[config.mk]
export PLATFORM = sky130hd
export DESIGN_NAME = tlsf_ctrl
export DESIGN_NICKNAME = d
export VERILOG_FILES = /design/src/hw/rtl/tlsf_pkg.sv /design/src/hw/rtl/tlsf_ctrl.sv
export SDC_FILE = /design/constraint.sdc
export NUM_CORES = 1
export LEC_CHECK = 0
export BUFFER_PORTS_ARGS = -buffer_cell sky130_fd_sc_hd__buf_2
export CORE_MARGIN = 5
export CORE_UTILIZATION = 25
export CTS_CLUSTER_DIAMETER = 40
export CTS_CLUSTER_SIZE = 10
export DETAILED_ROUTE_END_ITERATION = 10
export GPL_ROUTABILITY_DRIVEN = 0
export MAX_ROUTING_LAYER = met4
export PLACE_DENSITY = 0.5
export SYNTH_ARGS = -nofsm -noshare
export SYNTH_HDL_FRONTEND = slang
export SYNTH_SLANG_ARGS = --single-unit
[constraint.sdc]
create_clock -name clk -period 3 [get_ports clk]
set_input_delay 0.3 -clock clk [delete_from_list [all_inputs] [get_ports clk]]
set_output_delay 0.3 -clock clk [all_outputs]
set_load 0.005 [all_outputs]
[src/hw/rtl/tlsf_pkg.sv]
// shared types, codes and bit-search functions for the tlsf bucket index
// no dependencies
package tlsf_pkg;

	typedef enum logic [1:0] {
		OP_INSERT = 2'd0,
		OP_REMOVE = 2'd1,
		OP_SEARCH = 2'd2,
		OP_NONE   = 2'd3
	} op_t;

	typedef enum logic [1:0] {
		ST_OK    = 2'd0,
		ST_NOFIT = 2'd1,
		ST_FULL  = 2'd2,
		ST_EMPTY = 2'd3
	} status_t;

	typedef struct packed {
		logic load;
		logic round;
		logic map;
		logic exec;
		logic seek;
		logic emit;
	} dp_cmd_t;

	typedef struct packed {
		logic need_seek;
	} dp_stat_t;

	function automatic logic [5:0] top_bit33(input logic [32:0] v);
		logic [5:0] n;
		n = '0;
		for (int i = 0; i < 33; i++) begin
			if (v[i]) n = 6'(i);
		end
		return n;
	endfunction

	function automatic logic [4:0] low_bit32(input logic [31:0] v);
		logic [4:0] n;
		n = '0;
		for (int i = 31; i >= 0; i--) begin
			if (v[i]) n = 5'(i);
		end
		return n;
	endfunction

endpackage

[src/hw/rtl/tlsf_ctrl.sv]
// sequencing state machine of the tlsf bucket index
// depends on tlsf_pkg
module tlsf_ctrl import tlsf_pkg::*; (
	input  logic     clk,
	input  logic     arst_n,
	input  logic     in_valid,
	output logic     in_ready,
	output logic     out_valid,
	input  logic     out_ready,
	output dp_cmd_t  cmd,
	input  dp_stat_t stat
);

	typedef enum logic [5:0] {
		S_IDLE  = 6'b000001,
		S_ROUND = 6'b000010,
		S_MAP   = 6'b000100,
		S_READ  = 6'b001000,
		S_SEEK  = 6'b010000,
		S_EMIT  = 6'b100000
	} state_t;

	state_t state_q, state_d;
	logic   out_valid_q;
	logic   out_free;

	assign in_ready  = (state_q == S_IDLE);
	assign out_valid = out_valid_q;
	assign out_free  = !out_valid_q || out_ready;

	always_comb begin
		state_d = state_q;
		cmd     = '0;
		case (state_q)
			S_IDLE: begin
				if (in_valid) begin
					cmd.load = 1'b1;
					state_d  = S_ROUND;
				end
			end
			S_ROUND: begin
				cmd.round = 1'b1;
				state_d   = S_MAP;
			end
			S_MAP: begin
				cmd.map = 1'b1;
				state_d = S_READ;
			end
			S_READ: begin
				cmd.exec = 1'b1;
				state_d  = stat.need_seek ? S_SEEK : S_EMIT;
			end
			S_SEEK: begin
				cmd.seek = 1'b1;
				state_d  = S_EMIT;
			end
			S_EMIT: begin
				if (out_free) begin
					cmd.emit = 1'b1;
					state_d  = S_IDLE;
				end
			end
			default: begin
				state_d = S_IDLE;
			end
		endcase
	end

	always_ff @(posedge clk or negedge arst_n) begin
		if (!arst_n) begin
			state_q     <= S_IDLE;
			out_valid_q <= 1'b0;
		end else begin
			state_q <= state_d;
			if (cmd.emit) begin
				out_valid_q <= 1'b1;
			end else if (out_ready) begin
				out_valid_q <= 1'b0;
			end
		end
	end

endmodule

==> results.toml <==
[run_status]
status = "finished clean"

[yosys]
synth-warning-count = 0
synthArstFlopShare_pct = 100
ys_ff_latch = 7
synth_cells = 38
postSynthNetCount = 43
synth.distinct_cells = 20
ys.flop_type = "sky130_fd_sc_hd__dfrtp_1"
synth-seq-area-share_pct = 45.2
netlist_area_um2 = 390
post_synth_edffs = 0
synthesis.area_per_instance_um2 = 10.3

[timing]
worstMarginPinSlew_ps = 433
worst_clock_skew_ps = 2.72
setup_viol = 0
report.final.hold_viol_count = 0
rsz0062_at_grt = "no"
max_freq_ghz = 0.475
slew_viol_final = 0
setup-tns-final_ps = 0
worst_slew_margin_rel_pct = 70.7
finalWorstPathRequiredPeriod_ps = 2110
period_utilisation_layout_pct = 70.2

[final_layout]
postLayoutCoreUtil_pct = 34.0
area_growth_pct = 29.8
antennaDiodeCount = 0
fin_cells = 71
finalNetCount = 61
post_route_cells_drive_above_1_share_pct = 36.4

[setup_path]
timing.critical_path.to_type = "output port"
cp-start-kind = "flip-flop"
rrSetupSlack_ps = 1490
worstPathRequired_ps = 2700
setup.worst_path.class = "reg2out"
critical_path_arrival_ps = 1810
path_max_fanout = 7

[die]
core_ar_um2 = 1490
die_h_um = 49.5
top_level_ports = 13
floorplan.rows = 14
width_of_the_chip_um = 49.5
initial_utilization_pct = 26.2
area_of_the_die_um2 = 2450

[placed_design]
place_hpwl_um = 609
placed_cells_incl_taps = 66
numPortBuffers = 12

[global_route]
grt_usage_pct = 7.67
grt_pass1_wl_mm = 1.32
remaining_global_route_overflow = 0
maximum_number_of_pins_on_one_net_before_global_route_repair = 8
first_global_vias = 307
antenna_found_initial = 0

[clock_tree]
cts_tree = "done"
cts_resized = 0
numCtsBuffers = 3
number_of_post_cts_setup_repair_buffers = 0
numClockSinks = 7
insertion_delay_ps = 250
cts.clk_slew.worst_paths_ps = 50
cts_htree_levels = 1
cts.path.max_buffers = 2
ctsRootBufferMaster = "sky130_fd_sc_hd__clkbuf_4"
hold_buffers = 1

[detailed_routing]
detail_route.drc_violations = 0
route.detailed.wl_per_inst_um = 11.0
initial_drt_pass_iterations = 3
number_of_routed_nets_with_antenna_violations = 0
wl_um = 780
drt-initial-drc-count = 9
routed_via_density = 4.61
routed_via_count = 327

[pwr]
report.power.total_uw = 360
powerDensity_nw_per_um2 = 711
power.ir.vdd_worst_uv = 310
p_leak_uw = 0.000272

[min_path]
worst_hold_path_type = "in2reg"

[job]
timing.max_cap.violations = 0
-- worst max-delay path, stage by stage (launching register included) --
cell,delay [ps]
sky130_fd_sc_hd__dfrtp_1,440
sky130_fd_sc_hd__or4_4,510
sky130_fd_sc_hd__or3b_4,390
sky130_fd_sc_hd__a21oi_2,100
sky130_fd_sc_hd__buf_2,110
-- layout make-up --
class	count	area, µm²
multi-input combinational	27	199
clock buffer	4	26.3
tap	16	20.0
fill	150	982
timing repair buffer	13	70.1
sequential	7	176
inverter	4	15.0
-- layer usage --
layer / GRT usage [%] / vias to the layer above / wire length (µm)
met5: - / - / 0
met4: 9.17 / 0 / 38
met3: 1.51 / 4 / 53
met2: 8.37 / 11 / 310
met1: 10.2 / 140 / 377
li1: - / 172 / -
-- flip-flops by register name, summed over array words and instances (netlist names) --
signal / count
state_q: 6
out_valid: 1
-- kinds of logic after synthesis --
logic type	Yosys count	share of synthesized area [%]
compound gates	7	12.8
flops	7	45.2
simple gates	19	35.9
buf+inv	4	3.85
xor+xnor	1	2.24
-- synthesized netlist by cell type (all sizes together) (3+ instances only) --
cell type	n	area, µm²
nor2	4	15.0
and4b	3	30.0
inv	4	15.0
a21oi	3	18.8
dfrtp	6	150
and2	5	31.3
-- report_power, final --
group          total (µW)  switching [µW]  leakage [µW]  internal, µW
clock network        84.2            33.5     0.0000150          50.7
registers             140            21.5     0.0000930           119
logic                 136            58.4      0.000164          77.8
total                 360             113      0.000272           247
-- final timing paths --
kind | from | end | cells past startpoint
max | state_q[2] | cmd[0] | 4
min | out_ready | out_valid | 2
max reg2reg | state_q[2] | out_valid | 3
min reg2reg | out_valid | out_valid | 2
max in group asynchronous | arst_n | state_q[0] | 2
min in group asynchronous | arst_n | state_q[1] | 2
-- per-stage QoR --
step	setup slack [ps]	instance area, µm²	hold WS [ps]
finish	895	507	254
global route	831	507	256
CTS	888	507	252
detailed placement	1160	470	139
global placement	1160	470	146
floorplan	1290	390	4.41
-- cell usage in the layout, fill, tap and decap left out --
master / Yosys / routed
sky130_fd_sc_hd__a21oi_2: 1 / 1
sky130_fd_sc_hd__nand2b_1: 1 / 1
sky130_fd_sc_hd__xor2_1: 1 / 1
sky130_fd_sc_hd__inv_1: 4 / 4
sky130_fd_sc_hd__and2_1: 5 / 5
sky130_fd_sc_hd__or4_4: 1 / 1
sky130_fd_sc_hd__and2b_2: 1 / 1
sky130_fd_sc_hd__dfrtp_1: 6 / 6
sky130_fd_sc_hd__a21o_1: 1 / 1
sky130_fd_sc_hd__nor4b_1: 1 / 1
sky130_fd_sc_hd__a311oi_1: 1 / 1
sky130_fd_sc_hd__clkbuf_1: 0 / 1
sky130_fd_sc_hd__a221o_1: 1 / 1
sky130_fd_sc_hd__dlygate4sd3_1: 0 / 1
sky130_fd_sc_hd__o21ai_1: 1 / 1
sky130_fd_sc_hd__or3b_4: 1 / 1
sky130_fd_sc_hd__and4b_1: 3 / 3
sky130_fd_sc_hd__dfstp_2: 1 / 1
sky130_fd_sc_hd__and3_1: 1 / 1
sky130_fd_sc_hd__a21oi_1: 2 / 2
sky130_fd_sc_hd__or4bb_1: 1 / 1
sky130_fd_sc_hd__clkbuf_4: 0 / 3
sky130_fd_sc_hd__nor2_1: 4 / 4
sky130_fd_sc_hd__buf_2: 0 / 12
(Power assumes the default switching activity.)
